<file path="src/hw/rtl/bbw_pkg.sv">
// shared types and constants of the box blur window unit
// no dependencies

package bbw_pkg;

	localparam int DEF_MAX_WIDTH  = 4096;
	localparam int DEF_MAX_HEIGHT = 4096;
	localparam int DEF_MAX_WINDOW = 5;

	localparam int PIX_W     = 8;
	localparam int POS_W     = 12;
	localparam int CFG_W     = 13;
	localparam int CFG_IDX_W = 2;

	localparam int SMALL_K = 3;
	localparam int BIG_K   = 5;

	localparam int MIN_SIZE   = 5;
	localparam int RESET_SIZE = 1024;

	// column sum of up to five pixels, window sum of up to 25
	localparam int CS_W  = 11;
	localparam int SUM_W = 13;

	// floor(s / 9) and floor(s / 25) as (s * recip) >> 20, exact for s <= 6375
	localparam int RECIP_W     = 17;
	localparam int RECIP_SHIFT = 20;
	localparam logic [RECIP_W-1:0] RECIP9  = RECIP_W'(116509);
	localparam logic [RECIP_W-1:0] RECIP25 = RECIP_W'(41944);

	localparam int MID_DEPTH = 4;
	localparam int OUT_DEPTH = 4;
	localparam int LVL_W     = $clog2(OUT_DEPTH + 1);

	typedef enum logic [CFG_IDX_W-1:0] {
		REG_LINE_WIDTH     = 2'd0,
		REG_LINE_COUNT     = 2'd1,
		REG_WINDOW_IS_FIVE = 2'd2
	} cfg_reg_e;

	typedef struct packed {
		logic [PIX_W-1:0] pixel_in;
		logic             frame_start;
	} pixel_t;

	typedef struct packed {
		logic [PIX_W-1:0] blurred;
		logic [POS_W-1:0] centre_col;
		logic [POS_W-1:0] centre_row;
		logic             frame_end;
	} result_t;

	typedef struct packed {
		logic [CS_W-1:0]  sum3;
		logic [CS_W-1:0]  sum_max;
		logic             k5;
		logic             emit;
		logic [POS_W-1:0] centre_col;
		logic [POS_W-1:0] centre_row;
		logic             frame_end;
	} col_item_t;

endpackage

</file>
<file path="src/hw/rtl/bbw_back.sv">
// back end: column sum windows, window sum and division by the box area
// depends on bbw_pkg

module bbw_back import bbw_pkg::*; #(
	parameter int MAX_WINDOW = DEF_MAX_WINDOW
) (
	input  logic             clk,
	input  logic             arst_n,
	input  logic             mid_empty,
	input  col_item_t        mid_item,
	output logic             mid_pop,
	input  logic [LVL_W-1:0] out_level,
	output logic             out_push,
	output result_t          out_item
);

	localparam int CRD_W  = LVL_W + 1;
	localparam int PROD_W = SUM_W + RECIP_W;

	logic [CS_W-1:0]  win3_q [SMALL_K];
	logic [CS_W-1:0]  winm_q [MAX_WINDOW];
	logic [CRD_W-1:0] credit;

	logic             em_b1;
	logic             k5_b1;
	logic [POS_W-1:0] ccol_b1;
	logic [POS_W-1:0] crow_b1;
	logic             fend_b1;
	logic [SUM_W-1:0] sum3;
	logic [SUM_W-1:0] summ;

	logic             em_b2;
	logic             k5_b2;
	logic [POS_W-1:0] ccol_b2;
	logic [POS_W-1:0] crow_b2;
	logic             fend_b2;
	logic [SUM_W-1:0] sum_b2;
	logic [PROD_W-1:0] prod;

	// results in flight must fit in the output queue
	assign credit  = CRD_W'(out_level) + CRD_W'(em_b1) + CRD_W'(em_b2);
	assign mid_pop = !mid_empty && (credit < CRD_W'(OUT_DEPTH));

	always_ff @(posedge clk or negedge arst_n) begin
		if (!arst_n) begin
			for (int i = 0; i < SMALL_K; i++) begin
				win3_q[i] <= '0;
			end
			for (int i = 0; i < MAX_WINDOW; i++) begin
				winm_q[i] <= '0;
			end
			em_b1 <= 1'b0;
			em_b2 <= 1'b0;
		end else begin
			if (mid_pop) begin
				win3_q[0] <= mid_item.sum3;
				for (int i = 1; i < SMALL_K; i++) begin
					win3_q[i] <= win3_q[i-1];
				end
				winm_q[0] <= mid_item.sum_max;
				for (int i = 1; i < MAX_WINDOW; i++) begin
					winm_q[i] <= winm_q[i-1];
				end
			end
			em_b1 <= mid_pop && mid_item.emit;
			em_b2 <= em_b1;
		end
	end

	always_ff @(posedge clk) begin
		if (mid_pop) begin
			k5_b1   <= mid_item.k5;
			ccol_b1 <= mid_item.centre_col;
			crow_b1 <= mid_item.centre_row;
			fend_b1 <= mid_item.frame_end;
		end
		k5_b2   <= k5_b1;
		ccol_b2 <= ccol_b1;
		crow_b2 <= crow_b1;
		fend_b2 <= fend_b1;
		sum_b2  <= k5_b1 ? summ : sum3;
	end

	always_comb begin
		sum3 = '0;
		for (int i = 0; i < SMALL_K; i++) begin
			sum3 = sum3 + SUM_W'(win3_q[i]);
		end
		summ = '0;
		for (int i = 0; i < MAX_WINDOW; i++) begin
			summ = summ + SUM_W'(winm_q[i]);
		end
	end

	assign prod = PROD_W'(sum_b2) * PROD_W'(k5_b2 ? RECIP25 : RECIP9);

	assign out_push            = em_b2;
	assign out_item.blurred    = prod[RECIP_SHIFT +: PIX_W];
	assign out_item.centre_col = ccol_b2;
	assign out_item.centre_row = crow_b2;
	assign out_item.frame_end  = fend_b2;

`ifndef SYNTHESIS
	a_credit_bound: assert property (@(posedge clk) disable iff (!arst_n)
		credit <= CRD_W'(OUT_DEPTH))
		else $error("more results in flight than output queue space");

	a_push_has_room: assert property (@(posedge clk) disable iff (!arst_n)
		out_push |-> out_level < LVL_W'(OUT_DEPTH))
		else $error("result pushed into a full output queue");
`endif

endmodule
</file>
<file path="config.mk">
export PLATFORM = sky130hd
export DESIGN_NAME = bbw_back
export DESIGN_NICKNAME = d
export VERILOG_FILES = /design/src/hw/rtl/bbw_pkg.sv /design/src/hw/rtl/bbw_back.sv
export SDC_FILE = /design/constraint.sdc
export NUM_CORES = 1
export LEC_CHECK = 0
export BUFFER_PORTS_ARGS = -buffer_cell sky130_fd_sc_hd__buf_4
export CAP_MARGIN = 15
export CORE_MARGIN = 8
export CORE_UTILIZATION = 30
export DETAILED_ROUTE_END_ITERATION = 10
export SKIP_CTS_REPAIR_TIMING = 1
export SYNTH_ARGS = -nofsm -noshare
export SYNTH_HDL_FRONTEND = slang
export SYNTH_SLANG_ARGS = --single-unit
</file>
<file path="constraint.sdc">
create_clock -name clk -period 7.7 [get_ports clk]
set_clock_uncertainty 0.15 [all_clocks]
set_input_delay 0.77 -clock clk [delete_from_list [all_inputs] [get_ports clk]]
set_output_delay 0.77 -clock clk [all_outputs]
set_load 0.02 [all_outputs]
</file>
# --- Word-level counts from Yosys, hierarchy flattened ---
# Index checks and enable logic that the tools add are counted.
# W data, S select, Z words.
word_totals:
  register_bits: 155
  input_bits: 55
  output_inout_bits: 35
  word_cells: 34
classes:
  add_sub_neg: 8
  multipliers: 1
  order_cmp: 1
  mux: 2
  reduce_logical: 3
op_table:
  columns: ["operator", "count"]
  rows:
  - ["$mul A13 B17 Y28", 1]
  - ["$add A12 B11 Y13", 2]
  - ["$add A13 B11 Y13", 2]
  - ["$add A11 B11 Y12", 2]
  - ["$mux W17", 1]
  - ["$mux W13", 1]
  - ["$add A3 B1 Y4", 1]
  - ["$add A4 B1 Y4", 1]
  - ["$lt A4 B3 Y1 const B", 1]
  - ["$logic_and A1 B1 Y1", 2]
  - ["$logic_not A1 Y1", 1]

# --- Logic depth before layout (Yosys ltp) ---
# Gate-level depths: netlist of the first run.
logic_depth:
  depth_word: 5
  mapped_depth: 20
  ltp_nobuf: 19

# --- Worst setup path after synthesis of the first run ---
# OpenSTA, ideal clock, no wires.
synth_timing:
  path_kind: "reg2out"
  startpoint: "reg k5_b2"
  endpoint: "out out_item[32] (netlist name)"
  t_arrival_ns: 5.423
  required_ns: 6.780
  setup_slack_ns: 1.357
  path_stages_with_launch: 18
  n_path_buf: 2
  cell_sequence: "dfxtp_1 -> clkbuf_1 -> clkbuf_1 -> nor2_1 -> fa_1 -> inv_1 -> fa_1 -> fa_1 -> fa_1 -> fa_1 -> inv_1 -> ha_1 -> a21o_1 -> a31o_1 -> or3b_4 -> a221o_1 -> a2111o_1 -> o211ai_1"
synth_lines:
  columns: ["element", "line", "rtl"]
  rows:
  - ["start: declaration", "bbw_back.sv:33", "logic k5_b2;"]
  - ["start signal: assignment", "bbw_back.sv:77", "k5_b2 <= k5_b1;"]
  - ["end: declaration", "bbw_back.sv:14", "output result_t out_item"]

==> flow_metrics.tcl, run 1 <==
set metrics [dict create \
    io_pins 90 \
    worstSetupPathType "reg2out" \
    cts_made_buffers 17 \
    final_common_cell "nand2_1" \
    clock_sinks 155 \
    hp-start "crow_b1[5]$_DFFE_PP_" \
    drive_gt1_share_pct 10.83 \
    status "complete, no violations" \
    slew_headroom_pct 38.47 \
    r2r_setup_slack_ns 3.73 \
    fmax_ghz 0.1387 \
    hold_class "reg2reg" \
    ant_nets 0 \
    die_y_um 213.0 \
    dr.first_iter.drc_count 412 \
    r2r-end "sum_b2[11]$_DFF_P_" \
    final_cell_mix "nand2_1 (273), inv_1 (224), fa_1 (149)" \
    crit_required_ns 6.78 \
    synth_edf_count 26 \
    clk_pin_slew_ns 0.06 \
    grt_setup_unrepaired "no" \
    yosys-top-cells-area "fa_1 (26%), dfrtp_1 (19%), ha_1 (13%)" \
    async_flop_share_pct 58.06 \
    yosysUniqueCellTypes 55 \
    seq_area_frac_synth_pct 32.75 \
    seq_area_mm2 0.003814 \
    grt_pass1_wl_mm 40.90 \
    syn_inst 1153 \
    wl_mm 23.98 \
    ys_ff_latch 155 \
    synth_area_mm2 0.01165 \
    area_growth_pct 15.93 \
    core_area_mm2 0.03847 \
    cts_max_level 4 \
    die-area_mm2 0.04538 \
    wl_per_cell_um 13.52 \
    grtUsageTotal_pct 11.21 \
    firstDrtPassIters 4 \
    ys.warnings.count 0 \
    place.gp.congestion 0.8567 \
    critical_path.max_fanout 28 \
    num_vias 7542 \
    fin_crit_sh_pct 93.62 \
    r2r-start "winm_q[1]$_DFFE_PN0P_" \
    yosysTopAreaCell "fa_1" \
    cts_max_path_buffers 2 \
    slew_viol_final 0 \
    grt_overflow 0 \
    clk_latency_ns 0.42 \
    std_cell_rows 72 \
    setup_tns_ns 0 \
    io_buffers 89 \
    die_x_um 213.0 \
    worst_pin_slew_ns 0.9229 \
    hold_path_depth 0 \
    layout.nets 1567 \
    cap_violations 0 \
    crit_arrival_ns 6.29 \
    via_per_inst 4.251 \
    nFillCells 3890 \
    grt_pass1_vias 8025 \
    dp_hpwl_mm 19.45 \
    grt_max_degree 91 \
    multi_input_area_mm2 0.006895 \
    cts_tree "done" \
    start_kind "flip-flop" \
    diodes 0 \
    synth-main-ff-cell "dfrtp_1" \
    setup_violations 0 \
    antenna_found_initial 0 \
    hold_path_end "crow_b2[5]$_DFF_P_" \
    fin_crit_ns 7.209 \
    hold_viol_final 0 \
    start_util_pct 30.28 \
    yosysTopAreaCellShare_pct 25.61 \
    clock-root-buffer "clkbuf_16" \
    drc 0 \
    avgSynthCellArea_um2 10.10 \
    reg2reg_depth 14 \
    end_kind "output port" \
]
[worst max path at each step]
stage                  start      endpoint  slack [ns]
2_1_floorplan  k5_b2$_DFF_P_  out_item[32]        1.36
5_1_grt        k5_b2$_DFF_P_  out_item[29]        0.15
3_5_place_dp   k5_b2$_DFF_P_  out_item[32]        0.93
6_report       k5_b2$_DFF_P_  out_item[32]        0.49
4_1_cts        k5_b2$_DFF_P_  out_item[32]        0.46
3_3_place_gp   k5_b2$_DFF_P_  out_item[32]        1.04
[per-layer routing]
layer	share of wire, %	wire [um]	global-route usage [%]	up-vias
met2	45	10870	17.40	126
met3	4.8	1158	2.583	19
met5	0	0	0	-
met1	48	11520	15.33	3664
met4	1.8	430	3.546	0
li1	-	-	-	3733
[worst max-delay path, cell delays in order (launching register included)]
cell      delay, ns
dfxtp_1        0.85
nor2b_1        0.22
or2_2          0.35
ha_1           0.30
inv_1          0.06
fa_1           0.48
fa_1           0.46
fa_1           0.48
fa_1           0.49
inv_1          0.04
ha_1           0.34
a21o_1         0.21
a31o_1         0.21
or3b_4         0.40
a221o_1        0.32
a2111o_1       0.39
o211ai_1       0.09
buf_4          0.17
[logic make-up after synthesis]
logic type               after synthesis  synth area share, %
AND/OR/NAND/NOR                      344                12.29
multiplexers                           7               0.6124
buffers and inverters                252                8.154
AO/OA/AOI/OAI                         96                5.522
XOR/XNOR                              28                2.106
flip-flops                           155                32.75
other                                  2              0.06448
adder cells (fa/ha/maj)              269                38.50
[area by class of cell]
class / instances / share of cell area (%)
timing repair buffer: 94 / 5.393
tap: 518 / 4.800
clock buffer: 18 / 3.179
multi-input combinational: 749 / 51.07
inverter: 226 / 6.302
sequential: 155 / 28.25
clock inverter: 14 / 1.010
[synth_stat cells (3+ instances only)]
cell type and count:
or3_1 3, nor2_1 15, a211o_1 3, and2_1 11
inv_1 224, nor2b_1 5, edfxtp_1 26, nand2_1 273
a31oi_1 4, clkbuf_1 22, o21ai_0 20, a21o_1 12
buf_1 3, o21a_1 8, a221oi_1 3, dfxtp_1 39
xnor2_1 16, dfrtp_1 90, o211ai_1 4, fa_1 149
a21oi_1 21, xor2_1 12, mux2i_1 6, a211oi_1 3
nand3_1 5, or2_2 5, nand2b_1 14, ha_1 120
and3_1 5
[sequential cells by signal, indices dropped and copies added, names as in the netlist]
signal,count
out_push,1
crow_b1,12
win3_q,33
sum_b2,13
winm_q,55
k5_b1,1
fend_b1,1
ccol_b1,12
fend_b2,1
ccol_b2,12
em_b1,1
k5_b2,1
crow_b2,12
[through the flow]
stage / area, um2 / cells / hold slack, ns / setup slack (ns) / util [%]
detailed placement: 12900 / 1740 / 0.1769 / 0.9278 / 33.53
floorplan: 11660 / 1156 / 0.1733 / 1.357 / -
finish: 13500 / 1774 / 0.1892 / 0.4914 / 35.10
global placement: 12900 / 1740 / 0.1738 / 1.039 / 33.53
CTS: 13460 / 1772 / -0.009318 / 0.4639 / 35.00
global route: 13500 / 1774 / 0.1879 / 0.1498 / 35.10
Power of run 1 is left out: the tool's default activity adds up to more than one toggle a clock period on the data nets, which glitch-free logic cannot reach.
==> run 2, diff against run 1 <==
- clock period: 7.7 -> 8.4 ns (I/O delays scaled with it)
==> run 2 against run 1 <==
Compared with the run above: register-to-register slack improved by 0.63 ns; sequential share of layout area increased by 0.058 points; critical path depth unchanged; via count decreased by 0.65%; setup slack better by 0.59 ns; final cell count barely moved; sequential cell count is the same; global-route usage shrank 0.054 points; core utilization down 0.072 points; highest routed layer unchanged.
==> flow_metrics.tcl, run 2 (same netlist as run 1, synthesis figures left out) <==
set metrics [dict create \
    die_y_um 213.0 \
    io_buffers 89 \
    fin_crit_ns 7.316 \
    via_per_inst 4.226 \
    place_inst 1740 \
    seq_area_mm2 0.003814 \
    crit_required_ns 7.41 \
    grt_max_degree 91 \
    multi_input_area_mm2 0.006895 \
    grtUsageTotal_pct 11.15 \
    wl_mm 23.90 \
    dp_hpwl_mm 19.42 \
    drc 0 \
    fmax_ghz 0.1367 \
    antenna_found_initial 0 \
    start_kind "flip-flop" \
    top_register "winm_q" \
    clock_sinks 155 \
    final_cell_mix "nand2_1 (273), inv_1 (224), fa_1 (149)" \
    status "complete, no violations" \
    fin_crit_sh_pct 87.09 \
    setup_violations 0 \
    layoutNonFillerInstCount 1773 \
    largest_reg_flops 55 \
    grt_pass1_wl_mm 40.52 \
    slew_viol_final 0 \
    cts_made_buffers 17 \
    drive_gt1_share_pct 10.60 \
    worst_path_max_delay_cell "dfxtp_1" \
    die_x_um 213.0 \
    cts_max_level 4 \
    grt_pass1_vias 8096 \
    crit_chain "nor2b_1 > or2_2 > ha_1 > inv_1 > fa_1 > fa_1 > fa_1 > fa_1 > inv_1 > ha_1 > a21o_1 > a31o_1 > or3b_4 > a221o_1 > a2111o_1 > o211ai_1 > buf_4" \
    die-area_mm2 0.04538 \
    critical_path.max_fanout 28 \
    grt_overflow 0 \
    slew_headroom_pct 37.93 \
    start_util_pct 30.28 \
    io_pins 90 \
    clk_pin_slew_ns 0.06 \
    critPathTopFamily "adder cells" \
    worstSetupPathType "reg2out" \
    ant_nets 0 \
    largestRegisters "winm_q (55), win3_q (33), sum_b2 (13)" \
    hold_viol_final 0 \
    nFillCells 3890 \
    final_common_cell "nand2_1" \
    cp_num_buf_inv 3 \
    grt_setup_unrepaired "no" \
    dr.first_iter.drc_count 336 \
    area_growth_pct 15.70 \
    clk_latency_ns 0.42 \
    num_vias 7493 \
    place.gp.congestion 0.8559 \
    cts_tree "done" \
    worst_pin_slew_ns 0.9310 \
    layout.nets 1566 \
    core_area_mm2 0.03847 \
    std_cell_rows 72 \
    hold_class "in2async" \
    diodes 0 \
    crit_arrival_ns 6.33 \
    clock-root-buffer "clkbuf_16" \
    path_common_cell "fa_1" \
    hold_ws_ns 0.08326 \
    setup_tns_ns 0 \
    cap_violations 0 \
    cpPeakStageDelay_ns 0.85 \
    wl_per_cell_um 13.48 \
    end_kind "output port" \
    cts_max_path_buffers 2 \
    firstDrtPassIters 5 \
]
run 2: worst paths after layout:
kind | to | startpoint | cells after the start | slack [ns]
worst min-delay path | winm_q[48]$_DFFE_PN0P_ | arst_n | 1 | 0.08
min in group clk | crow_b2[4]$_DFF_P_ | crow_b1[4]$_DFFE_PP_ | 0 | 0.18
max in group asynchronous | win3_q[25]$_DFFE_PN0P_ | arst_n | 3 | 7.18
worst max register to register | sum_b2[11]$_DFF_P_ | winm_q[1]$_DFFE_PN0P_ | 14 | 4.36
worst min register to register | crow_b2[4]$_DFF_P_ | crow_b1[4]$_DFFE_PP_ | 0 | 0.18
worst max-delay path | out_item[32] | k5_b2$_DFF_P_ | 17 | 1.08
run 2: routing by layer:
layer  GRT usage [%]  vias to the layer above  part of all wire, %
li1                -                     3724                    -
met1           14.78                     3618                   47
met2           17.89                      134                   46
met3           2.892                       17                  5.4
met4           3.046                        0                  1.1
met5               0                        -                    0
run 2: stage by stage:
step                area (um2)  utilization (%)  setup WS (ns)
finish                   13470            35.03          1.084
global route             13470            35.03         0.8667
CTS                      13450            34.96          1.073
detailed placement       12900            33.53          1.535
global placement         12900            33.53          1.666
floorplan                11660                -          1.987
run 2: cell type report:
| type | count | share of cell area (%) |
|---|---|---|
| Multi-Input combinational cell | 749 | 51.17 |
| Sequential cell | 155 | 28.30 |
| Inverter | 226 | 6.314 |
| Timing Repair Buffer | 93 | 5.330 |
| Tap cell | 518 | 4.810 |
| Clock buffer | 22 | 3.371 |
| Clock inverter | 10 | 0.6964 |
run 2: worst register-to-register path, delay by kind of cell (launching register included):
family,cells,cell delay (ns)
buffers and inverters,3,0.18
and+or+nand+nor,1,0.19
AOI/OAI and AO/OA,5,0.93
DFF,1,0.40
adders and majority gates,5,2.04
Power of run 2 is left out for the same reason.
