$ cat config.mk
export PLATFORM = sky130hd
export DESIGN_NAME = bbw_fifo
export DESIGN_NICKNAME = d
export VERILOG_FILES = /design/src/hw/rtl/bbw_fifo.sv
export SDC_FILE = /design/constraint.sdc
export NUM_CORES = 1
export LEC_CHECK = 0
export BUFFER_PORTS_ARGS = -buffer_cell sky130_fd_sc_hd__buf_4
export CORE_MARGIN = 2
export CORE_UTILIZATION = 59
export CTS_CLUSTER_SIZE = 24
export DETAILED_ROUTE_END_ITERATION = 8
export PLACE_DENSITY = 0.83
export SYNTH_ARGS = -nofsm -noshare
export SYNTH_HDL_FRONTEND = slang
export SYNTH_SLANG_ARGS = --single-unit
$ cat constraint.sdc
create_clock -name clk -period 5.7 [get_ports clk]
set_clock_uncertainty 0.15 [all_clocks]
set_input_delay 1.14 -clock clk [delete_from_list [all_inputs] [get_ports clk]]
set_output_delay 1.14 -clock clk [all_outputs]
set_load 0.01 [all_outputs]
$ cat src/hw/rtl/bbw_fifo.sv
// small first-in first-out queue of flat words, depth a power of two
// depends on nothing

module bbw_fifo #(
	parameter int WIDTH = 8,
	parameter int DEPTH = 4
) (
	input  logic                       clk,
	input  logic                       arst_n,
	input  logic                       push,
	output logic                       full,
	input  logic [WIDTH-1:0]           wdata,
	input  logic                       pop,
	output logic                       empty,
	output logic [WIDTH-1:0]           rdata,
	output logic [$clog2(DEPTH+1)-1:0] level
);

	localparam int PW = $clog2(DEPTH);
	localparam int LW = $clog2(DEPTH + 1);

	logic [WIDTH-1:0] mem_q [DEPTH];
	logic [PW-1:0]    wr_ptr_q;
	logic [PW-1:0]    rd_ptr_q;
	logic [LW-1:0]    level_q;
	logic             do_push;
	logic             do_pop;

	assign full    = (level_q == LW'(DEPTH));
	assign empty   = (level_q == '0);
	assign level   = level_q;
	assign rdata   = mem_q[rd_ptr_q];
	assign do_push = push && !full;
	assign do_pop  = pop && !empty;

	always_ff @(posedge clk or negedge arst_n) begin
		if (!arst_n) begin
			wr_ptr_q <= '0;
			rd_ptr_q <= '0;
			level_q  <= '0;
		end else begin
			if (do_push) begin
				wr_ptr_q <= wr_ptr_q + PW'(1);
			end
			if (do_pop) begin
				rd_ptr_q <= rd_ptr_q + PW'(1);
			end
			if (do_push && !do_pop) begin
				level_q <= level_q + LW'(1);
			end else if (do_pop && !do_push) begin
				level_q <= level_q - LW'(1);
			end
		end
	end

	always_ff @(posedge clk) begin
		if (do_push) begin
			mem_q[wr_ptr_q] <= wdata;
		end
	end

endmodule

== Word-level counts from Yosys, hierarchy flattened ==
Memories as Yosys holds them, arrays and structs flattened.
Cells that the tools add are included.

* Add/subtract/negate cells: 4
* Multipliers: 0
* Div/mod/pow operators: 0
* Magnitude comparators: 0
* Equality and inequality tests: 1
* Shift operators: 0
* Mux-type cells: 4
* Bitwise gates (word level): 0
* Reduce and logical (&&, ||, !) cells: 10

{| class="wikitable"
|+ Operators by type and width
! cell !! count
|-
| $mux 3 || 2
|-
| $add 2x1->2 const B || 2
|-
| $logic_and 1x1->1 || 4
|-
| $logic_not 1->1 || 4
|-
| $add 3x1->3 const B || 1
|-
| $eq 3x3->1 const B || 1
|-
| $logic_not 3->1 || 1
|-
| $sub 3x1->3 const B || 1
|-
| $mux 1 || 2
|-
| $reduce_bool 2->1 || 1
|}

* Register bits: 7
* Latch bits: 0
* Bits in writable memories: 32
* Memory bits (read-only): 0
* Bits of input ports: 12
* Output and inout bits: 13
* Logic and storage cells: 23
* Memories: 1

{| class="wikitable"
|+ Memory list
! memory !! depth !! width !! read ports !! clocked after Yosys merged registers in !! write ports !! line !! text
|-
| mem_q || 4 || 8 || 1 || 0 || 1 || 22 || <nowiki>logic [WIDTH-1:0] mem_q [DEPTH];</nowiki>
|}

== Depth between registers and ports, before layout ==
Gate-level depths: netlist of run 1.

* Word-level depth: 7
* Mapped depth: 9
* Mapped depth without buffers: 8

== Worst setup path before layout of run 1 ==
Ideal clock, no wire load.

* Path type: input -> register
* Start: input push
* End: register level_q[1], in the netlist level[1]
* Setup time: 0.125 ns
* Arrival time: 2.316 ns
* Data required time: 5.425 ns
* Slack: 3.109 ns
* Stages on the path: 6
* Cells stage by stage: nor2b_2 buf_6 ha_1 inv_1 fa_1 mux2_2

* Word-level cells in the longest chain between the ends: 4

{| class="wikitable"
|+ RTL lines
! item !! line !! text
|-
| from (decl) || 10 || <nowiki>input logic push,</nowiki>
|-
| $logic_and 1x1->1 * || 33 || <nowiki>assign do_push = push && !full;</nowiki>
|-
| net do_push || 26 || <nowiki>logic do_push;</nowiki>
|-
| $logic_not 1->1 || 50 || <nowiki>end else if (do_pop && !do_push) begin</nowiki>
|-
| $logic_and 1x1->1 || 50 ||
|-
| $reduce_bool 2->1 (no source line) || -- ||
|-
| to (signal assigned) || 49 || <nowiki>level_q <= level_q + LW'(1);</nowiki>
|-
| to (signal assigned) || 51 || <nowiki>level_q <= level_q - LW'(1);</nowiki>
|-
| to (decl) || 25 || <nowiki>logic [LW-1:0] level_q;</nowiki>
|}

Mark *: on every way through the listed nets, which the timed path passes. The rest lies on a longest branch.
A chain may end at the register's enable or synchronous reset.

== Worst setup path after layout of run 1 ==
* Start: register rd_ptr_q[0]
* End: output rdata[0]

* Word-level cells in the longest chain between the ends: 1

{| class="wikitable"
|+ RTL lines
! item !! line !! text
|-
| from (decl) || 24 || <nowiki>logic [PW-1:0] rd_ptr_q;</nowiki>
|-
| from (signal assigned) || 46 || <nowiki>rd_ptr_q <= rd_ptr_q + PW'(1);</nowiki>
|-
| $mem_v2 4x8 || -- ||
|-
| to (decl) || 15 || <nowiki>output logic [WIDTH-1:0] rdata,</nowiki>
|}

Every way passes these cells.

==> results.txt, run 1 <==
The flow ran to the end, and the final reports show no timing, DRC or antenna violations. The synthesized area came out at 0.00159 mm². For this run, design rule violations remaining after detail routing come to 0. Setup repair after global routing left no endpoint under its margin.

The static power due to leakage is 0.706 nW. Dividing the detail-routed wire length by the instance count gives 18.3 µm. The worst hold-check path type is reg -> reg. The number of antenna violations at the first check in global routing is 0. The number of enable-type register cells in the synthesized netlist came out at 32. The floorplan step defined a die boundary enclosing 0.00312 mm². The total number of vias is 769. The worst setup path is of the reg -> out kind.

The standard cell core area is 0.00252 mm². For this run the aggregate overflow at the end of global routing stands at 0. The final worst setup slack came out at 2.59 ns. The setup violation total in the final timing report came out at 0.

The number of max-cap violations is 0. The highest ir drop seen on vdd is 0.344 mV. In the finished design, the share of the clock period the worst path needs comes to 54.5%.

The number of synthesized register bits came out at 39. The number of nets handed over by synthesis was 95. The finished layout holds 136 standard cells, fillers aside.

The largest individual stage delay along the critical path comes from the cell dfrtp_1. The multi-input logic area came out at 422 µm². Walking the worst path, the cells encountered are mux4_2, buf_4. The sequential cell area came out at 0.00114 mm². The maximum clock path buffer count came out at 2. The delay of the slowest critical-path stage came out at 0.73 ns. The number of routed nets with antenna violations is 0. The clock insertion delay at the later pin of the skew report is 0.33 ns. The die is 55.9 µm wide. The cell count after placement is 128.

The cell-internal power is 671 µW. The first-pass GRT wire length is 4130 µm. The net load switching power is 295 µW. The number of buffers created by CTS came out at 5. Timing analysis after detailed placement gives a worst setup slack of 2.85 ns.

The length of the first detailed-routing pass in iterations came out at 4. The fraction of power spent switching nets came out at 30.5%. The number of fill cells in the layout came out at 160. The portion of synthesized cell area occupied by the leading cell type came out at 60.5%. The time the worst path needs with I/O delays and setup is 3.11 ns. The initial standard-cell utilization of the core is 63.0%. The final layout contains routed wiring with a total length of 2500 µm. The worst setup path is launched from a flip-flop.

The final setup TNS came out at 0 ns. Counting every instance in the synthesized netlist gives 77. The total number of nets in the final design came out at 123.

STA puts the critical path data required time at 4.41 ns. Counting distinct cell types in the post-synthesis netlist gives 20. The post-synthesis to final-layout area growth came out at 17.2%.

The H-tree depth is 2. The share of synthesized registers carrying an async set or reset is 17.9%. The sum of net half-perimeters after detailed placement is 1770 µm. The tightest slew margin relative to the limit is 60.8%. The height of the die came out at 55.9 µm.

The count of hold buffers inserted by post-cts repair is 0. The critical-path maximum fanout came out at 10. In this run the core area contains 18 standard-cell rows. In the routed layout, each cell is associated on average with a via count of 5.65. The pin count of the biggest net entering global routing is 13. For this run, the total global-route usage over all layers was measured as 18.8%. The part of the power in combinational logic came out at 34.6%. The clock slew seen by the registers of the worst setup and hold paths came out at 0.11 ns. The relative contribution of sequential cells to total power came out at 47.3%.

The total count of max-transition violations in the final report was 0. The number of antenna diodes in the final layout is 0. 25 I/O pins were placed. Together, buffers and inverters on the worst path number 1. TritonCTS built the clock tree. In the synthesized netlist, the cells that appear most often are 32 x edfxtp_1, 8 x mux4_2, 7 x dfrtp_1. The total clock sinks is 39. In this run the post-CTS setup repair buffer count came out at 0. The actual slew at the worst max-slew pin came out at 0.587 ns. The routability congestion estimate from global placement came out at 0.783. The cell type group with the largest total delay on the critical path is flip-flops. Gates resized during post-CTS repair numbered 0. The most common flop cell mapped by yosys is edfxtp_1. The total of buffers placed on input and output ports came out at 24. The root buffer cell is clkbuf_4.

The part of the power in the clock network came out at 18.1%. The signal arrival time at the worst endpoint came out at 1.82 ns. The most frequent cell after synthesis is edfxtp_1.

The final hold violation count is 0. The sequential area share after synthesis came out at 71.5%. The via count of the first global-routing pass came out at 809. The first routing iteration left 4 violations. A synthesized cell averages 20.6 µm². In this run the power density over the cells is 518 mW/mm². The capturing element type of the critical path is an output port. The number of warnings issued by yosys came out at 0. In the post-synthesis netlist, the biggest area contributors are edfxtp_1 60%, mux4_2 11%, dfrtp_1 11%. Summed over all instances, the cell type with the most area after synthesis is edfxtp_1.

Static timing analysis puts the maximum clock frequency at 322 MHz. The fraction of final layout cells with drive strength greater than 1 came out at 44.3%.
kinds of logic (layout without fill, tap and decap cells):
logic type                 count (synthesis)  after routing  synth area share, %
buffers and inverters                      6             35                 1.97
adders and majority gates                  6              6                 5.20
xor gates and xnor gates                   6              6                 3.31
and+or+nand+nor                           10             10                 5.04
DFF                                       39             39                 71.5
muxes                                     10             10                 13.0
flip-flops by register name, summed over array words and instances, names as in the netlist:
signal	flops
level	3
wr_ptr_q	2
mem_q	32
rd_ptr_q	2
power by group through the flow:
stage          clock network (mW)  logic, mW  registers [mW]
2_1_floorplan                   0      0.236           0.427
3_3_place_gp                    0      0.320           0.458
3_5_place_dp                    0      0.337           0.465
4_1_cts                     0.181      0.340           0.458
5_1_grt                     0.194      0.364           0.468
6_report                    0.175      0.334           0.457
cell usage in the layout, fill, tap and decap left out, drive strengths merged:
cell and instances:
edfxtp 32, buf 24, mux4 8, dfrtp 7, ha 5, clkbuf 5, and2 4, xnor2 4
inv 3, xor2 2, mux2 2, clkinv 2, nor3b 1, nor2b 1, nor3 1, nand2b 1
nand3b 1, nor2 1, fa 1, bufinv 1
layout make-up:
class,count,share of cell area [%]
Sequential cell,39,61.0
Multi-Input combinational cell,32,22.6
Timing Repair Buffer,24,9.67
Clock inverter,3,2.08
Clock buffer,5,2.01
Tap cell,30,2.01
Inverter,3,0.604
worst paths after layout:
kind / start / end / slack, ns / depth (start not counted)
worst max register to register: level[0]$_DFFE_PN0P_ / level[2]$_DFFE_PN0P_ / 3.37 / 8
worst min-delay path: level[2]$_DFFE_PN0P_ / level[2]$_DFFE_PN0P_ / 0.38 / 1
worst min register to register: level[2]$_DFFE_PN0P_ / level[2]$_DFFE_PN0P_ / 0.38 / 1
max in group asynchronous: arst_n / level[0]$_DFFE_PN0P_ / 4.84 / 1
worst max-delay path: rd_ptr_q[0]$_DFFE_PN0P_ / rdata[0] / 2.59 / 2
min in group asynchronous: arst_n / rd_ptr_q[1]$_DFFE_PN0P_ / 0.44 / 1
layer usage:
layer | track usage (%) | vias to the layer above | routed length (µm)
li1 | - | 350 | -
met1 | 21.9 | 397 | 990
met2 | 31.6 | 17 | 1370
met3 | 7.21 | 5 | 92
met4 | 7.14 | 0 | 38
met5 | 0 | - | 0
metrics by stage:
step / utilization, % / cell area (µm²) / power (mW) / hold WS [ns]
3_3_place_gp: 70.8 / 1790 / 0.778 / 0.353
2_1_floorplan: - / 1590 / 0.663 / 0.385
4_1_cts: 73.9 / 1860 / 0.979 / 0.377
5_1_grt: 73.9 / 1860 / 1.03 / 0.409
6_report: 73.9 / 1860 / 0.966 / 0.381
3_5_place_dp: 70.8 / 1790 / 0.802 / 0.361
Note: power is estimated with default switching activity, not from simulation.
==> inputs of run 2 (changes only) <==
--- a/config.mk
+++ b/config.mk
@@ -7,10 +7,10 @@
 export LEC_CHECK = 0
 export BUFFER_PORTS_ARGS = -buffer_cell sky130_fd_sc_hd__buf_4
 export CORE_MARGIN = 2
-export CORE_UTILIZATION = 59
+export CORE_UTILIZATION = 54
 export CTS_CLUSTER_SIZE = 24
 export DETAILED_ROUTE_END_ITERATION = 8
-export PLACE_DENSITY = 0.83
+export PLACE_DENSITY = 0.77
 export SYNTH_ARGS = -nofsm -noshare
 export SYNTH_HDL_FRONTEND = slang
 export SYNTH_SLANG_ARGS = --single-unit
==> constraint.sdc (replaced) <==
create_clock -name clk -period 3.2 [get_ports clk]
set_clock_uncertainty 0.15 [all_clocks]
set_input_delay 0.64 -clock clk [delete_from_list [all_inputs] [get_ports clk]]
set_output_delay 0.64 -clock clk [all_outputs]
set_load 0.01 [all_outputs]
==> run 2 against run 1 <==
Effect of this change: critical path depth did not move; via count decreased by 2.0%; hold slack worse by 0.036 ns; die area rose by 8.6%; critical endpoint is now rdata[5].
==> results.txt, run 2 (synthesis gave the netlist of run 1 again) <==
The post-synthesis to final-layout area growth came to 17.9% (was 17.2%). The total of buffers placed on input and output ports is 24 (unchanged). The final setup TNS is 0 ns (unchanged). The startpoint type of the worst setup path was a flip-flop (unchanged). The most common library cell in the layout ignoring fill and taps was edfxtp_1 (unchanged). The startpoint of the worst register-to-register path is level[0]$_DFFE_PN0P_ (unchanged). The final routed DRC violation total is 0 (unchanged). The met1 track demand over resource in global routing was 19.3% (was 21.9%). The standard cell core area was 0.00278 mm² (was 0.00252 mm²). The count of routing violations after the opening detailed-route iteration came out at 14 (was 4). The clock slew seen by the registers of the worst setup and hold paths is 0.11 ns (about the same).

The tightest slew margin relative to the limit was 61.0% (was 60.8%). The total count of max-transition violations in the final report came out at 0 (unchanged). The most flop-heavy register is mem_q (unchanged). The global-route usage over all layers came out at 15.7% (was 18.8%).

The sum of net half-perimeters after detailed placement came out at 1620 µm (was 1770 µm). The height of the die is 58.2 µm (was 55.9 µm). The first-pass GRT wire length came out at 3640 µm (was 4130 µm).

The maximum clock path buffer count is 2 (unchanged). The category of the critical setup timing path was reg -> out (unchanged). Setup repair after global routing missed its margin: false (unchanged). The layer carrying the most global-route usage is met2 (unchanged).

The final worst hold slack came out at 0.345 ns (was 0.381 ns). The total clock sinks is 39 (unchanged). The buffers inserted during post-CTS setup optimization came out at 0 (unchanged).

The static power due to leakage is 0.707 nW (was 0.706 nW). The number of buffers created by CTS is 5 (unchanged). The setup violation total in the final timing report is 0 (unchanged).

The met2 global-route usage is 24.2% (was 31.6%). Top library cells by usage in the layout, fill and taps aside: 32 x edfxtp_1, 24 x buf_4, 8 x mux4_2 (unchanged). The length of the first detailed-routing pass in iterations was 4 (unchanged).

The peak clock frequency supported by timing is 387 MHz. The wire length after detailed routing is 2330 µm (was 2500 µm). The areal power density over the cells came to 907 mW/mm² (was 518 mW/mm²). The signal arrival time at the worst endpoint is 1.79 ns (was 1.82 ns). The global-route congestion overflow total came out at 0 (unchanged).

The cell count of the worst hold path was 1 (unchanged). The number of max-cap violations is 0 (unchanged). The final hold violation count is 0 (unchanged). The flop-to-flop setup slack is 0.96 ns (was 3.37 ns). The worst path in the final design needs a cycle of 2.58 ns, including I/O delays and setup. The launch point of the worst hold path is wdata[0] (was level[2]$_DFFE_PN0P_).

The I/O pin total came out at 25 (unchanged). The die extent in x is 58.2 µm (was 55.9 µm). The total number of nets in the final design is 124 (was 123). The flip-flop count of the largest register, all copies and words added came out at 32 (unchanged). The number of antenna violations at the first check in global routing came out at 0 (unchanged).

The capturing element type of the critical path was an output port (unchanged). The hold-critical path endpoint is mem_q[2][0]$_DFFE_PP_ (was level[2]$_DFFE_PN0P_). The number of rows in the core area is 19 (was 18). The initial standard-cell utilization of the core came out at 57.1% (was 63.0%). The fraction of final layout cells with drive strength greater than 1 was 43.0% (was 44.3%).

The diode insertion count for antenna repair was 0 (unchanged). The routability congestion estimate from global placement is 0.678 (was 0.783). The actual slew at the worst max-slew pin was 0.585 ns (was 0.587 ns). The highest ir drop seen on vdd is 0.648 mV (was 0.344 mV). The post-detailed-route wirelength per cell came to 16.9 µm (was 18.3 µm). The clock tree from TritonCTS is done (unchanged). Result of the run: complete, no violations (unchanged).

The clock insertion delay at the later pin of the skew report came out at 0.33 ns (about the same). The number of routed nets with antenna violations came out at 0 (unchanged). The H-tree depth came out at 2 (unchanged). The total number of vias came out at 754 (was 769).

The met3 track demand over resource in global routing was 7.14% (was 7.21%). Dividing the final minimum period by the clock period gives 80.7%. The path depth of the worst reg2reg path was 8 (unchanged). The pin count of the biggest net entering global routing is 13 (unchanged). The via count of the first global-routing pass is 758 (was 809). The critical-path maximum fanout is 10 (unchanged). The required time of the critical path is 2.41 ns (was 4.41 ns).

The per-cell via count in the routed design came to 5.46 (was 5.65). The root buffer cell is clkbuf_4 (unchanged). The total die area came out at 0.00339 mm² (was 0.00312 mm²). The worst hold-check path type was in -> reg (was reg -> reg). The endpoint of the worst-slack reg-to-reg timing path is level[2]$_DFFE_PN0P_ (unchanged).
==> run 2: worst max path at each step <==
stage / depth (start not counted) / slack [ns] / startpoint / to
floorplan: 8 / 0.92 / level[0]$_DFFE_PN0P_ / level[2]$_DFFE_PN0P_
global placement: 8 / 0.89 / push / level[2]$_DFFE_PN0P_
detailed placement: 8 / 0.85 / push / level[2]$_DFFE_PN0P_
CTS: 2 / 0.54 / rd_ptr_q[0]$_DFFE_PN0P_ / rdata[5]
global route: 2 / 0.47 / rd_ptr_q[0]$_DFFE_PN0P_ / rdata[7]
finish: 2 / 0.62 / rd_ptr_q[0]$_DFFE_PN0P_ / rdata[5]
==> run 2: routing by layer <==
metal  up-vias  part of all wire, %
li1        352                    -
met1       379                   44
met2        18                   50
met3         5                  4.8
met4         0                  1.2
met5         -                    0
==> run 2: per-stage QoR <==
step           setup slack, ns  power [mW]  cell area, µm²  util (%)  std cells
6_report                 0.616        1.70            1870      67.3        138
5_1_grt                  0.473        1.81            1870      67.3        138
4_1_cts                  0.545        1.73            1870      67.3        138
3_5_place_dp             0.855        1.42            1790      64.3        129
3_3_place_gp             0.895        1.39            1790      64.3        129
2_1_floorplan            0.923        1.18            1590         -         77
==> run 2: timing repair <==
action | in CTS | in global routing
resized for setup | 0 | 0
hold buffers | 1 | 0
endpoints found under the hold margin | 7 | 0
==> run 2: final cells by class <==
type / count / area (µm²)
Sequential cell: 39 / 1140
Clock inverter: 1 / 30.0
Clock buffer: 7 / 45.0
Tap cell: 31 / 38.8
Fill cell: 190 / 908
Inverter: 3 / 11.3
Multi-Input combinational cell: 32 / 422
Timing Repair Buffer: 25 / 190
==> run 2: worst max-delay path, stage by stage (launching register included) <==
cell     delay (ns)
dfrtp_1        0.73
mux4_2         0.58
buf_4          0.16
==> run 2: power by group <==
part	total, mW	switching (mW)	internal, mW
sequential	0.812	0.125	0.687
combinational	0.576	0.233	0.343
clock	0.311	0.145	0.166
==> inputs of run 3 (changes only) <==
--- a/config.mk
+++ b/config.mk
@@ -7,10 +7,10 @@
 export LEC_CHECK = 0
 export BUFFER_PORTS_ARGS = -buffer_cell sky130_fd_sc_hd__buf_4
 export CORE_MARGIN = 2
-export CORE_UTILIZATION = 54
+export CORE_UTILIZATION = 49
 export CTS_CLUSTER_SIZE = 24
 export DETAILED_ROUTE_END_ITERATION = 8
-export PLACE_DENSITY = 0.77
+export PLACE_DENSITY = 0.73
 export SYNTH_ARGS = -nofsm -noshare
 export SYNTH_HDL_FRONTEND = slang
 export SYNTH_SLANG_ARGS = --single-unit
==> constraint.sdc (replaced) <==
create_clock -name clk -period 2.2 [get_ports clk]
set_clock_uncertainty 0.15 [all_clocks]
set_input_delay 0.44 -clock clk [delete_from_list [all_inputs] [get_ports clk]]
set_output_delay 0.44 -clock clk [all_outputs]
set_load 0.01 [all_outputs]
==> run 3 against run 2 <==
Effect of this change: first-iteration DRC count is 64% higher; register-to-register slack got worse by 0.94 ns; combinational power up 100%; critical endpoint is now level[1]$_DFFE_PN0P_; highest routed layer unchanged; sequential power up 40%; largest cell class unchanged.
==> results.txt, run 3 (synthesis gave the netlist of run 1 again) <==
The first-pass GRT wire length came to 3770 µm (was 3640 µm). The most flop-heavy register is mem_q (unchanged). The number of rows in the core area is 20 (was 19). The launch point of the worst hold path is wdata[0] (unchanged). The number of max-cap violations is 0 (unchanged). The global-route usage over all layers came out at 15.4% (was 15.7%). The diode insertion count for antenna repair is 0 (unchanged). The standard cell core area came to 0.00308 mm² (was 0.00278 mm²).

The maximum clock path buffer count is 2 (unchanged). The die extent in x is 60.9 µm (was 58.2 µm). Setup repair after global routing missed its margin: true (was false). The time the worst path needs with I/O delays and setup is 2.18 ns. The number of routed nets with antenna violations came out at 0 (unchanged).

The capturing element type of the critical path was a flip-flop (was output port). The most common library cell in the layout ignoring fill and taps is edfxtp_1 (unchanged). The post-detailed-route wirelength per cell came to 16.5 µm (was 16.9 µm). The total clock sinks is 39 (unchanged).

The final setup TNS came out at 0 ns (unchanged). The post-synthesis to final-layout area growth came to 26.5% (was 17.9%). The top layer reached by signal wires is met4 (unchanged). The number of buffers created by CTS came out at 5 (unchanged). The final routed DRC violation total was 0 (unchanged). The count of routing violations after the opening detailed-route iteration is 23 (was 14). The initial standard-cell utilization of the core was 51.6% (was 57.1%). The startpoint of the worst register-to-register path is level[1]$_DFFE_PN0P_ (was level[0]$_DFFE_PN0P_). The category of the critical setup timing path was reg -> reg (was reg -> out). The final worst setup slack came out at 0.0241 ns (was 0.616 ns). The tightest slew margin relative to the limit came out at 71.4% (was 61.0%). Result of the run: complete, no violations (unchanged). The total number of nets in the final design came out at 133 (was 124).

The clock tree from TritonCTS was done (unchanged). The worst hold-check path type was in -> reg (unchanged). The flip-flop count of the largest register, all copies and words added is 32 (unchanged). The global-route congestion overflow total is 0 (unchanged).

The setup slack at placement is 0.0210 ns (was 0.855 ns). The peak clock frequency supported by timing is 460 MHz. The signal arrival time at the worst endpoint is 2.25 ns (was 1.79 ns).

The length of the first detailed-routing pass in iterations is 4 (unchanged). The sum of routed wire segments on met1 came out at 1130 µm (was 1020 µm). The number of antenna violations at the first check in global routing came out at 0 (unchanged). The static power due to leakage is 0.762 nW (was 0.707 nW).

The routed wire length on met2 is 1370 µm (was 1170 µm). The actual slew at the worst max-slew pin is 0.430 ns (was 0.585 ns). The startpoint type of the worst setup path is a flip-flop (unchanged).

The number of fill cells in the layout came to 218 (was 190). The required time of the critical path came out at 2.28 ns (was 2.41 ns). The total die area is 0.00371 mm² (was 0.00339 mm²). The pin count of the biggest net entering global routing came out at 13 (unchanged).

The height of the die came to 60.9 µm (was 58.2 µm). The wire length after detailed routing was 2650 µm (was 2330 µm). The clock insertion delay at the later pin of the skew report came out at 0.33 ns (about the same).

The number of non-filler instances in the completed layout is 160 (was 138). The total number of vias came out at 777 (was 754). The cell count after placement came out at 144 (was 129). The setup violation total in the final timing report came out at 0 (unchanged). The final hold violation count is 0 (unchanged). The areal power density over the cells is 1330 mW/mm² (was 907 mW/mm²). The root buffer cell is clkbuf_4 (unchanged). The via count of the first global-routing pass came out at 800 (was 758). The met3 routed wirelength is 129 µm (was 112 µm).

The startpoint of the worst setup timing path is level[1]$_DFFE_PN0P_ (was rd_ptr_q[0]$_DFFE_PN0P_). The final cycle utilization of the critical path came out at 98.9%. The sum of net half-perimeters after detailed placement is 1610 µm (was 1620 µm).

Top library cells by usage in the layout, fill and taps aside: 32 x edfxtp_1, 24 x buf_4, 8 x mux4_2, 8 x buf_6 (was 32 x edfxtp_1, 24 x buf_4, 8 x mux4_2). The H-tree depth is 2 (unchanged). The total count of max-transition violations in the final report is 0 (unchanged).

The total of buffers placed on input and output ports came out at 24 (unchanged). The I/O pin total came to 25 (unchanged). The routability congestion estimate from global placement is 0.647 (was 0.678). The per-cell via count in the routed design is 4.86 (was 5.46). The clock slew seen by the registers of the worst setup and hold paths came to 0.12 ns (was 0.11 ns). The critical-path maximum fanout came out at 4 (was 10). The highest ir drop seen on vdd is 0.740 mV (was 0.648 mV). The fraction of final layout cells with drive strength greater than 1 is 53.4% (was 43.0%).
[run 3: timing repair]
action / in CTS / in global routing
pin swaps: 0 / 3
resized for setup: 1 / 13
endpoints found under the hold margin: 7 / 0
endpoints found under the setup margin: 7 / 10
hold buffers: 1 / 0
buffers inserted: 1 / 6
[run 3: layout make-up]
cell class                      count  area (µm²)  share of cell area, %
Tap cell                           44        55.1                   2.74
Timing Repair Buffer               34         300                   14.9
Multi-Input combinational cell     32         445                   22.2
Clock inverter                      1        5.00                  0.249
Clock buffer                        7        55.1                   2.74
Sequential cell                    39        1140                   56.6
Inverter                            3        11.3                  0.560
[run 3: layer usage]
layer  track usage [%]  up-vias
li1                  -      367
met1              18.7      389
met2              24.4       19
met3              5.33        2
met4              8.39        0
met5                 0        -
[run 3: power breakdown]
group / internal, mW / switching [mW] / total [mW]
combinational: 0.693 / 0.463 / 1.16
clock: 0.155 / 0.219 / 0.374
sequential: 1.00 / 0.139 / 1.14
total: 1.85 / 0.821 / 2.67
[run 3: worst max-delay path, cell delays in order, from the launching register on]
cell and delay [ns]:
dfrtp_2 0.45, buf_4 0.17, nor3b_4 0.23, nor2b_2 0.09, ha_2 0.20, inv_1 0.08
fa_2 0.43, mux2_2 0.27
[run 3: path summary, 6_finish.rpt]
check | end | slack, ns | cells after the start
worst min register to register | level[2]$_DFFE_PN0P_ | 0.44 | 1
worst max-delay path | level[1]$_DFFE_PN0P_ | 0.02 | 7
worst max register to register | level[1]$_DFFE_PN0P_ | 0.02 | 7
max in group asynchronous | level[0]$_DFFE_PN0P_ | 1.46 | 2
worst min-delay path | mem_q[2][0]$_DFFE_PP_ | 0.15 | 1
min in group asynchronous | level[2]$_DFFE_PN0P_ | 0.30 | 2
[run 3: metrics by stage]
stage          cell area, µm²  power [mW]  hold slack (ns)  utilization (%)
2_1_floorplan            1590        1.73         -0.00559                -
4_1_cts                  1920        2.51            0.131             62.2
5_1_grt                  2010        2.85            0.121             65.3
3_5_place_dp             1840        2.12            0.111             59.7
6_report                 2010        2.67            0.147             65.3
3_3_place_gp             1840        2.09            0.109             59.7
